File: src/ffp_pkg.sv
`timescale 1ns / 1ps
`default_nettype none

package ffp_pkg;

    localparam int SIZE_W  = 7;
    localparam int IDX_W   = 4;
    localparam int JOB_W   = 8;
    localparam int STAT_W  = 2;

    localparam logic CMD_ADD   = 1'b0;
    localparam logic CMD_ALLOC = 1'b1;

    localparam logic [STAT_W-1:0] ST_OK    = 2'd0;
    localparam logic [STAT_W-1:0] ST_NOFIT = 2'd1;
    localparam logic [STAT_W-1:0] ST_FULL  = 2'd2;
    localparam logic [STAT_W-1:0] ST_ZERO  = 2'd3;

    typedef enum logic [1:0] {
        S_IDLE,
        S_SCAN,
        S_DONE
    } state_t;

    // Search token that walks the cell chain, one cell per cycle.
    typedef struct packed {
        logic              active;
        logic              cmd;
        logic [SIZE_W-1:0] req;
        logic              found;
        logic [STAT_W-1:0] status;
        logic [IDX_W-1:0]  idx;
        logic [SIZE_W-1:0] start;
        logic [SIZE_W-1:0] size;
        logic [SIZE_W-1:0] frag;
    } token_t;

endpackage

`default_nettype wire

File: src/ffp_in_if.sv
`timescale 1ns / 1ps
`default_nettype none

interface ffp_in_if;
    logic                        valid;
    logic                        ready;
    logic                        cmd;
    logic [ffp_pkg::SIZE_W-1:0]  req_size;
    logic [ffp_pkg::JOB_W-1:0]   job_id;

    modport source (output valid, cmd, req_size, job_id, input ready);
    modport sink   (input valid, cmd, req_size, job_id, output ready);
endinterface

`default_nettype wire

File: src/ffp_out_if.sv
`timescale 1ns / 1ps
`default_nettype none

interface ffp_out_if;
    logic                        valid;
    logic                        ready;
    logic [ffp_pkg::STAT_W-1:0]  status;
    logic [ffp_pkg::IDX_W-1:0]   block_index;
    logic [ffp_pkg::SIZE_W-1:0]  start_addr;
    logic [ffp_pkg::SIZE_W-1:0]  end_addr;
    logic [ffp_pkg::SIZE_W-1:0]  block_size;
    logic [ffp_pkg::SIZE_W-1:0]  frag;

    modport source (output valid, status, block_index, start_addr, end_addr, block_size, frag,
                    input ready);
    modport sink   (input valid, status, block_index, start_addr, end_addr, block_size, frag,
                    output ready);
endinterface

`default_nettype wire

File: src/fixed_partition_first_fit.sv
// An accepted request launches a search token from launch_reg; its result is held
// in res_reg and then registered onto rsp. The token walks the row of partition
// cells one cell per cycle, and only one token is in flight.
// A finished response waits in the output register while the next request is taken.
// Reset (async, active low) leaves entry 0 as the busy OS block and all others empty.
`timescale 1ns / 1ps
`default_nettype none

module fixed_partition_first_fit #(
    parameter int MEM_SIZE   = 80,
    parameter int OS_SIZE    = 20,
    parameter int MAX_BLOCKS = 16
) (
    input  wire        clk,
    input  wire        rst_n,
    ffp_in_if.sink     req,
    ffp_out_if.source  rsp
);
    import ffp_pkg::*;

    localparam int CNT_W = $clog2(MAX_BLOCKS + 1);

    state_t            state_reg, state_next;
    logic [CNT_W-1:0]  count_reg, count_next;
    logic [SIZE_W-1:0] used_top_reg, used_top_next;
    token_t            launch_reg, launch_next;
    token_t            res_reg, res_next;
    token_t            chain [0:MAX_BLOCKS];

    logic              rsp_valid_reg, rsp_valid_next;
    logic [STAT_W-1:0] status_reg, status_next;
    logic [IDX_W-1:0]  index_reg, index_next;
    logic [SIZE_W-1:0] start_reg, start_next;
    logic [SIZE_W-1:0] end_reg, end_next;
    logic [SIZE_W-1:0] bsize_reg, bsize_next;
    logic [SIZE_W-1:0] frag_reg, frag_next;

    logic              accept;
    logic              full;
    logic [SIZE_W-1:0] room;
    logic [SIZE_W-1:0] add_size;
    token_t            tok_end;

    assign chain[0] = launch_reg;
    assign tok_end  = chain[MAX_BLOCKS];

    for (genvar g = 0; g < MAX_BLOCKS; g++)
    begin : g_cell
        ffp_cell #(
            .CELL_IDX (g),
            .OS_SIZE  (OS_SIZE)
        ) u_cell (
            .clk     (clk),
            .rst_n   (rst_n),
            .tok_in  (chain[g]),
            .tok_out (chain[g+1])
        );
    end

    assign req.ready = (state_reg == S_IDLE);
    assign accept    = req.valid && req.ready;

    always_comb
    begin
        full     = (count_reg >= CNT_W'(MAX_BLOCKS)) || (used_top_reg >= SIZE_W'(MEM_SIZE));
        room     = SIZE_W'(MEM_SIZE) - used_top_reg;
        add_size = (req.req_size > room) ? room : req.req_size;

        state_next     = state_reg;
        count_next     = count_reg;
        used_top_next  = used_top_reg;
        launch_next    = '0;
        res_next       = res_reg;
        rsp_valid_next = rsp_valid_reg;
        status_next    = status_reg;
        index_next     = index_reg;
        start_next     = start_reg;
        end_next       = end_reg;
        bsize_next     = bsize_reg;
        frag_next      = frag_reg;

        if (rsp_valid_reg && rsp.ready)
        begin
            rsp_valid_next = 1'b0;
        end

        unique case (state_reg)
            S_IDLE:
            begin
                if (accept)
                begin
                    launch_next.active = 1'b1;
                    launch_next.cmd    = req.cmd;
                    launch_next.req    = req.req_size;
                    launch_next.status = ST_OK;
                    if (req.cmd == CMD_ADD)
                    begin
                        launch_next.start = used_top_reg;
                        launch_next.size  = add_size;
                        if (full)
                        begin
                            launch_next.status = ST_FULL;
                            launch_next.found  = 1'b1;
                        end
                        else if (req.req_size == '0)
                        begin
                            launch_next.status = ST_ZERO;
                            launch_next.found  = 1'b1;
                        end
                        else
                        begin
                            count_next    = count_reg + CNT_W'(1);
                            used_top_next = used_top_reg + add_size;
                        end
                    end
                    state_next = S_SCAN;
                end
            end
            S_SCAN:
            begin
                if (tok_end.active)
                begin
                    res_next = tok_end;
                    if ((tok_end.cmd == CMD_ALLOC) && !tok_end.found)
                    begin
                        res_next.status = ST_NOFIT;
                    end
                    state_next = S_DONE;
                end
            end
            S_DONE:
            begin
                if (!rsp_valid_reg || rsp.ready)
                begin
                    rsp_valid_next = 1'b1;
                    status_next    = res_reg.status;
                    if (res_reg.status == ST_OK)
                    begin
                        index_next = res_reg.idx;
                        start_next = res_reg.start;
                        end_next   = (res_reg.size == '0) ? res_reg.start
                                     : res_reg.start + res_reg.size - SIZE_W'(1);
                        bsize_next = res_reg.size;
                        frag_next  = (res_reg.cmd == CMD_ALLOC) ? res_reg.frag : '0;
                    end
                    else
                    begin
                        index_next = '0;
                        start_next = '0;
                        end_next   = '0;
                        bsize_next = '0;
                        frag_next  = '0;
                    end
                    state_next = S_IDLE;
                end
            end
            default:
            begin
                state_next = S_IDLE;
            end
        endcase
    end

    always_ff @(posedge clk or negedge rst_n)
    begin
        if (!rst_n)
        begin
            state_reg     <= S_IDLE;
            count_reg     <= CNT_W'(1);
            used_top_reg  <= SIZE_W'(OS_SIZE);
            launch_reg    <= '0;
            rsp_valid_reg <= 1'b0;
        end
        else
        begin
            state_reg     <= state_next;
            count_reg     <= count_next;
            used_top_reg  <= used_top_next;
            launch_reg    <= launch_next;
            rsp_valid_reg <= rsp_valid_next;
        end
    end

    always_ff @(posedge clk)
    begin
        res_reg    <= res_next;
        status_reg <= status_next;
        index_reg  <= index_next;
        start_reg  <= start_next;
        end_reg    <= end_next;
        bsize_reg  <= bsize_next;
        frag_reg   <= frag_next;
    end

    assign rsp.valid       = rsp_valid_reg;
    assign rsp.status      = status_reg;
    assign rsp.block_index = index_reg;
    assign rsp.start_addr  = start_reg;
    assign rsp.end_addr    = end_reg;
    assign rsp.block_size  = bsize_reg;
    assign rsp.frag        = frag_reg;

endmodule

`default_nettype wire

File: src/ffp_cell.sv
`timescale 1ns / 1ps
`default_nettype none

module ffp_cell #(
    parameter int CELL_IDX = 0,
    parameter int OS_SIZE  = 20
) (
    input  wire              clk,
    input  wire              rst_n,
    input  ffp_pkg::token_t  tok_in,
    output ffp_pkg::token_t  tok_out
);
    import ffp_pkg::*;

    localparam logic              IS_OS    = (CELL_IDX == 0);
    localparam logic [SIZE_W-1:0] RST_SIZE = IS_OS ? SIZE_W'(OS_SIZE) : '0;

    logic              valid_reg, valid_next;
    logic              busy_reg, busy_next;
    logic [SIZE_W-1:0] size_reg, size_next;
    logic [SIZE_W-1:0] start_reg, start_next;
    token_t            tok_reg, tok_next;
    logic              claim_add, claim_alloc;

    always_comb
    begin
        claim_add   = tok_in.active && (tok_in.cmd == CMD_ADD) && !tok_in.found && !valid_reg;
        claim_alloc = tok_in.active && (tok_in.cmd == CMD_ALLOC) && !tok_in.found
                      && valid_reg && !busy_reg && (size_reg >= tok_in.req);

        valid_next = valid_reg;
        busy_next  = busy_reg;
        size_next  = size_reg;
        start_next = start_reg;
        tok_next   = tok_in;

        if (claim_add)
        begin
            // valid cells form a prefix, so the first empty cell is the next entry
            valid_next     = 1'b1;
            busy_next      = 1'b0;
            size_next      = tok_in.size;
            start_next     = tok_in.start;
            tok_next.found = 1'b1;
            tok_next.idx   = IDX_W'(CELL_IDX);
        end
        else if (claim_alloc)
        begin
            busy_next      = 1'b1;
            tok_next.found = 1'b1;
            tok_next.idx   = IDX_W'(CELL_IDX);
            tok_next.start = start_reg;
            tok_next.size  = size_reg;
            tok_next.frag  = size_reg - tok_in.req;
        end
    end

    always_ff @(posedge clk or negedge rst_n)
    begin
        if (!rst_n)
        begin
            valid_reg <= IS_OS;
            busy_reg  <= IS_OS;
            size_reg  <= RST_SIZE;
            start_reg <= '0;
            tok_reg   <= '0;
        end
        else
        begin
            valid_reg <= valid_next;
            busy_reg  <= busy_next;
            size_reg  <= size_next;
            start_reg <= start_next;
            tok_reg   <= tok_next;
        end
    end

    assign tok_out = tok_reg;

endmodule

`default_nettype wire
File: src/flat_wrapper.sv
// flat-port wrapper written by rule: the top's interface ports become plain ports
module fixed_partition_first_fit_flat import ffp_pkg::*;
#(
    parameter int MEM_SIZE   = 80,
    parameter int OS_SIZE    = 20,
    parameter int MAX_BLOCKS = 16
)
  (clk, rst_n, req_valid, req_cmd, req_req_size, req_job_id, req_ready, rsp_valid, rsp_status, rsp_block_index, rsp_start_addr, rsp_end_addr, rsp_block_size, rsp_frag, rsp_ready);
  ffp_in_if req_i ();
  ffp_out_if rsp_i ();
  input  wire clk;
  input  wire rst_n;
  input wire logic [$bits(req_i.valid)-1:0] req_valid;
  input wire logic [$bits(req_i.cmd)-1:0] req_cmd;
  input wire logic [$bits(req_i.req_size)-1:0] req_req_size;
  input wire logic [$bits(req_i.job_id)-1:0] req_job_id;
  output wire logic [$bits(req_i.ready)-1:0] req_ready;
  output wire logic [$bits(rsp_i.valid)-1:0] rsp_valid;
  output wire logic [$bits(rsp_i.status)-1:0] rsp_status;
  output wire logic [$bits(rsp_i.block_index)-1:0] rsp_block_index;
  output wire logic [$bits(rsp_i.start_addr)-1:0] rsp_start_addr;
  output wire logic [$bits(rsp_i.end_addr)-1:0] rsp_end_addr;
  output wire logic [$bits(rsp_i.block_size)-1:0] rsp_block_size;
  output wire logic [$bits(rsp_i.frag)-1:0] rsp_frag;
  input wire logic [$bits(rsp_i.ready)-1:0] rsp_ready;
  assign req_i.valid = req_valid;
  assign req_i.cmd = req_cmd;
  assign req_i.req_size = req_req_size;
  assign req_i.job_id = req_job_id;
  assign req_ready = req_i.ready;
  assign rsp_valid = rsp_i.valid;
  assign rsp_status = rsp_i.status;
  assign rsp_block_index = rsp_i.block_index;
  assign rsp_start_addr = rsp_i.start_addr;
  assign rsp_end_addr = rsp_i.end_addr;
  assign rsp_block_size = rsp_i.block_size;
  assign rsp_frag = rsp_i.frag;
  assign rsp_i.ready = rsp_ready;
  fixed_partition_first_fit #(.MEM_SIZE(MEM_SIZE), .OS_SIZE(OS_SIZE), .MAX_BLOCKS(MAX_BLOCKS)) u_core (.clk(clk), .rst_n(rst_n), .req(req_i), .rsp(rsp_i));
endmodule
File: config.mk
export PLATFORM = sky130hd
export DESIGN_NAME = fixed_partition_first_fit_flat
export DESIGN_NICKNAME = d
export VERILOG_FILES = /design/src/ffp_pkg.sv /design/src/ffp_in_if.sv /design/src/ffp_out_if.sv /design/src/fixed_partition_first_fit.sv /design/src/ffp_cell.sv /design/src/flat_wrapper.sv
export SDC_FILE = /design/constraint.sdc
export NUM_CORES = 1
export LEC_CHECK = 0
export BUFFER_PORTS_ARGS = -buffer_cell sky130_fd_sc_hd__clkbuf_2
export CAP_MARGIN = 10
export CORE_ASPECT_RATIO = 1.25
export CORE_MARGIN = 5
export CORE_UTILIZATION = 55
export DETAILED_ROUTE_END_ITERATION = 10
export GPL_TIMING_DRIVEN = 0
export PLACE_DENSITY_LB_ADDON = 0.08
export SYNTH_ARGS = -nofsm -noshare
export SYNTH_HDL_FRONTEND = slang
export SYNTH_HIERARCHICAL = 1
export SYNTH_SLANG_ARGS = --single-unit
File: constraint.sdc
create_clock -name clk -period 7.6 [get_ports clk]
set_input_delay 1.52 -clock clk [delete_from_list [all_inputs] [get_ports clk]]
set_output_delay 1.52 -clock clk [all_outputs]
set_load 0.02 [all_outputs]
==> flow_summary.ini <==
[cts]
htree_levels = 3
clockRootBuffer = clkbuf_16
clockBufferDepth = 3
postCtsHoldBufs = 0
cts_tree = built
clkSinkCount = 927
postCtsSetupBuffers = 0
cts_buffers = 90
clkSlewWorstSetupHoldPaths_ps = 60
clock_latency_ps = 620
cts_resized = 0

[routing]
via_per_inst = 5.29
dr.pass1.iters = 6
drtIter0Drc = 1048
wl_met2_um = 37800
wirelength_um = 70700
wl_met1_um = 29300
wl_met3_um = 2030
ant_nets = 0
wl_per_cell_um = 18.1
top_layer = met4
drc = 0
vias = 20700

[yosys]
avgSynthCellArea_um2 = 14.0
yosysWarnings = 6
syn-cell-area_mm2 = 0.0385
syn_inst = 2744

[placement]
gp_congestion = 0.846
pre_cts_slack_ps = 3030
port_buffers = 47
dpl-instance-area_mm2 = 0.0402
placed_cells = 3745
hpwlAfterDp_um = 51200

[sta]
max_slew_margin = 0.491
worst_pin_slew_ps = 763
fmax_ghz = 0.220
finalWorstSetupSlack_ps = 3050
rsz0062_at_grt = false
period_minus_slack_ps = 4550
setup_tns_ps = 0
skew_ps = 10.2
hold_viol = 0
final-setup-viol-count = 0
slew_viol_final = 0
post-route-period-util = 0.598

[setup_path]
critPathSlowestCell = dfrtp_1
cp.required_ps = 8100
r2r-start = u_core/used_top_reg[1]
crit_fanout = 6
endpoint_kind = flop
path_class = reg2reg
path_cells = inv_1 > ha_1 > or3b_4 > a21oi_2 > xor2_1 > inv_1 > ha_1 > nand4_1 > a21oi_1 > nor3_2 > nor2_2 > mux2_2 > fa_1 > a211oi_1 > o21bai_1 > a21oi_1 > nand2b_2 > mux2i_1 > xor2_1
critPathBufInv = 2
critPathMaxStageDelay_ps = 450
rrSetupSlack_ps = 3050
critPathTopFamily = simple AND/OR/NAND/NOR gates
cp-start-kind = flop
r2r_cells = 19
crit_arrival_ps = 5050
r2r_end = u_core/used_top_reg[6]

[layout]
multi_input_area_mm2 = 0.0136
drive_above_1_share = 0.245
fin_area_mm2 = 0.0432
n_antenna_cell = 0
fin_nets = 3071
area_growth_pct = 12.4
fillers = 5311
seq_area_mm2 = 0.0235
final_cells = 3910
largest_reg_flops = 585

[floorplan]
core_mm2 = 0.0695
die_area_mm2 = 0.0754
dieWidth_um = 247
rows = 108
start_util = 0.554
fp.dieH_um = 306
pin_count = 56

[pwr]
p_per_area_mw_per_mm2 = 297
p_leak_nw = 20.6
ir_worst_vdd_uv = 233

[global_route]
grt_usage = 0.192
first_global_vias = 22400
grt_pass1_wl_um = 117000
antenna_found_initial = 0
grt_start_max_net_pins = 121
grt_overflow = 0

[min_path]
hp-class = reg2reg
worstHoldStart = u_core/g_cell[11].u_cell/tok_out[26]
hold_path_depth = 0
worstHoldEndpoint = u_core/g_cell[12].u_cell/tok_out[26]

[status]
outcome = completed

[job]
drv_cap = 0
## cell usage in the layout (no fill, tap or decap), types with 57 or more instances in the layout
| master | instances |
|---|---|
| a21oi_1 | 106 |
| clkbuf_16 | 92 |
| dfrtp_1 | 862 |
| edfxtp_1 | 62 |
| ha_1 | 132 |
| inv_1 | 193 |
| mux2_1 | 116 |
| mux2_2 | 274 |
| mux2_4 | 110 |
| nand2_1 | 99 |
| nor2_1 | 74 |
| nor3_1 | 57 |
| o21ai_0 | 70 |
## how the worst max path moves through the flow
stage	startpoint	endpoint	slack (ps)	cells after the start
after floorplan	req_req_size[6]	u_core/used_top_reg[6]	3500	13
after global placement	rst_n	u_core/used_top_reg[5]	-14480	1
after detailed placement	req_req_size[5]	u_core/used_top_reg[6]	3030	14
after CTS	u_core/used_top_reg[1]	u_core/used_top_reg[6]	3040	19
after global routing	u_core/used_top_reg[1]	u_core/used_top_reg[6]	2740	20
final	u_core/used_top_reg[1]	u_core/used_top_reg[6]	3050	19
## where the power goes
group          internal (mW)  switching [mW]
registers               5.48           0.311
logic                   1.17            1.29
clock network           2.73            1.83
## metrics by stage
step / utilization / power (mW) / hold slack (ps)
2_1_floorplan: - / 7.67 / 331
3_3_place_gp: 0.575 / 8.23 / 332
3_5_place_dp: 0.578 / 8.33 / 335
4_1_cts: 0.622 / 13.0 / 346
5_1_grt: 0.622 / 13.5 / 351
6_report: 0.622 / 12.8 / 343
## layer usage
layer  vias to the layer above  track usage
li1                       9781            -
met1                     10500        0.241
met2                       268        0.348
met3                       112       0.0282
met4                         0       0.0517
met5                         -            0
## worst reg2reg max path, cell delays in order (launching register included)
cell,delay (ps)
dfrtp_1,450
inv_1,130
ha_1,240
or3b_4,420
a21oi_2,170
xor2_1,190
inv_1,60
ha_1,310
nand4_1,140
a21oi_1,180
nor3_2,90
nor2_2,290
mux2_2,420
fa_1,430
a211oi_1,250
o21bai_1,120
a21oi_1,190
nand2b_2,140
mux2i_1,70
xor2_1,150
## area by class of cell
cell class	instances	share of cell area
tap	935	0.0271
timing repair buffer	56	0.0108
buffer	94	0.0155
clock inverter	47	0.0133
clock buffer	118	0.0578
multi-input combinational	1540	0.315
inverter	193	0.0168
sequential	927	0.544
(Power assumes the default switching activity.)
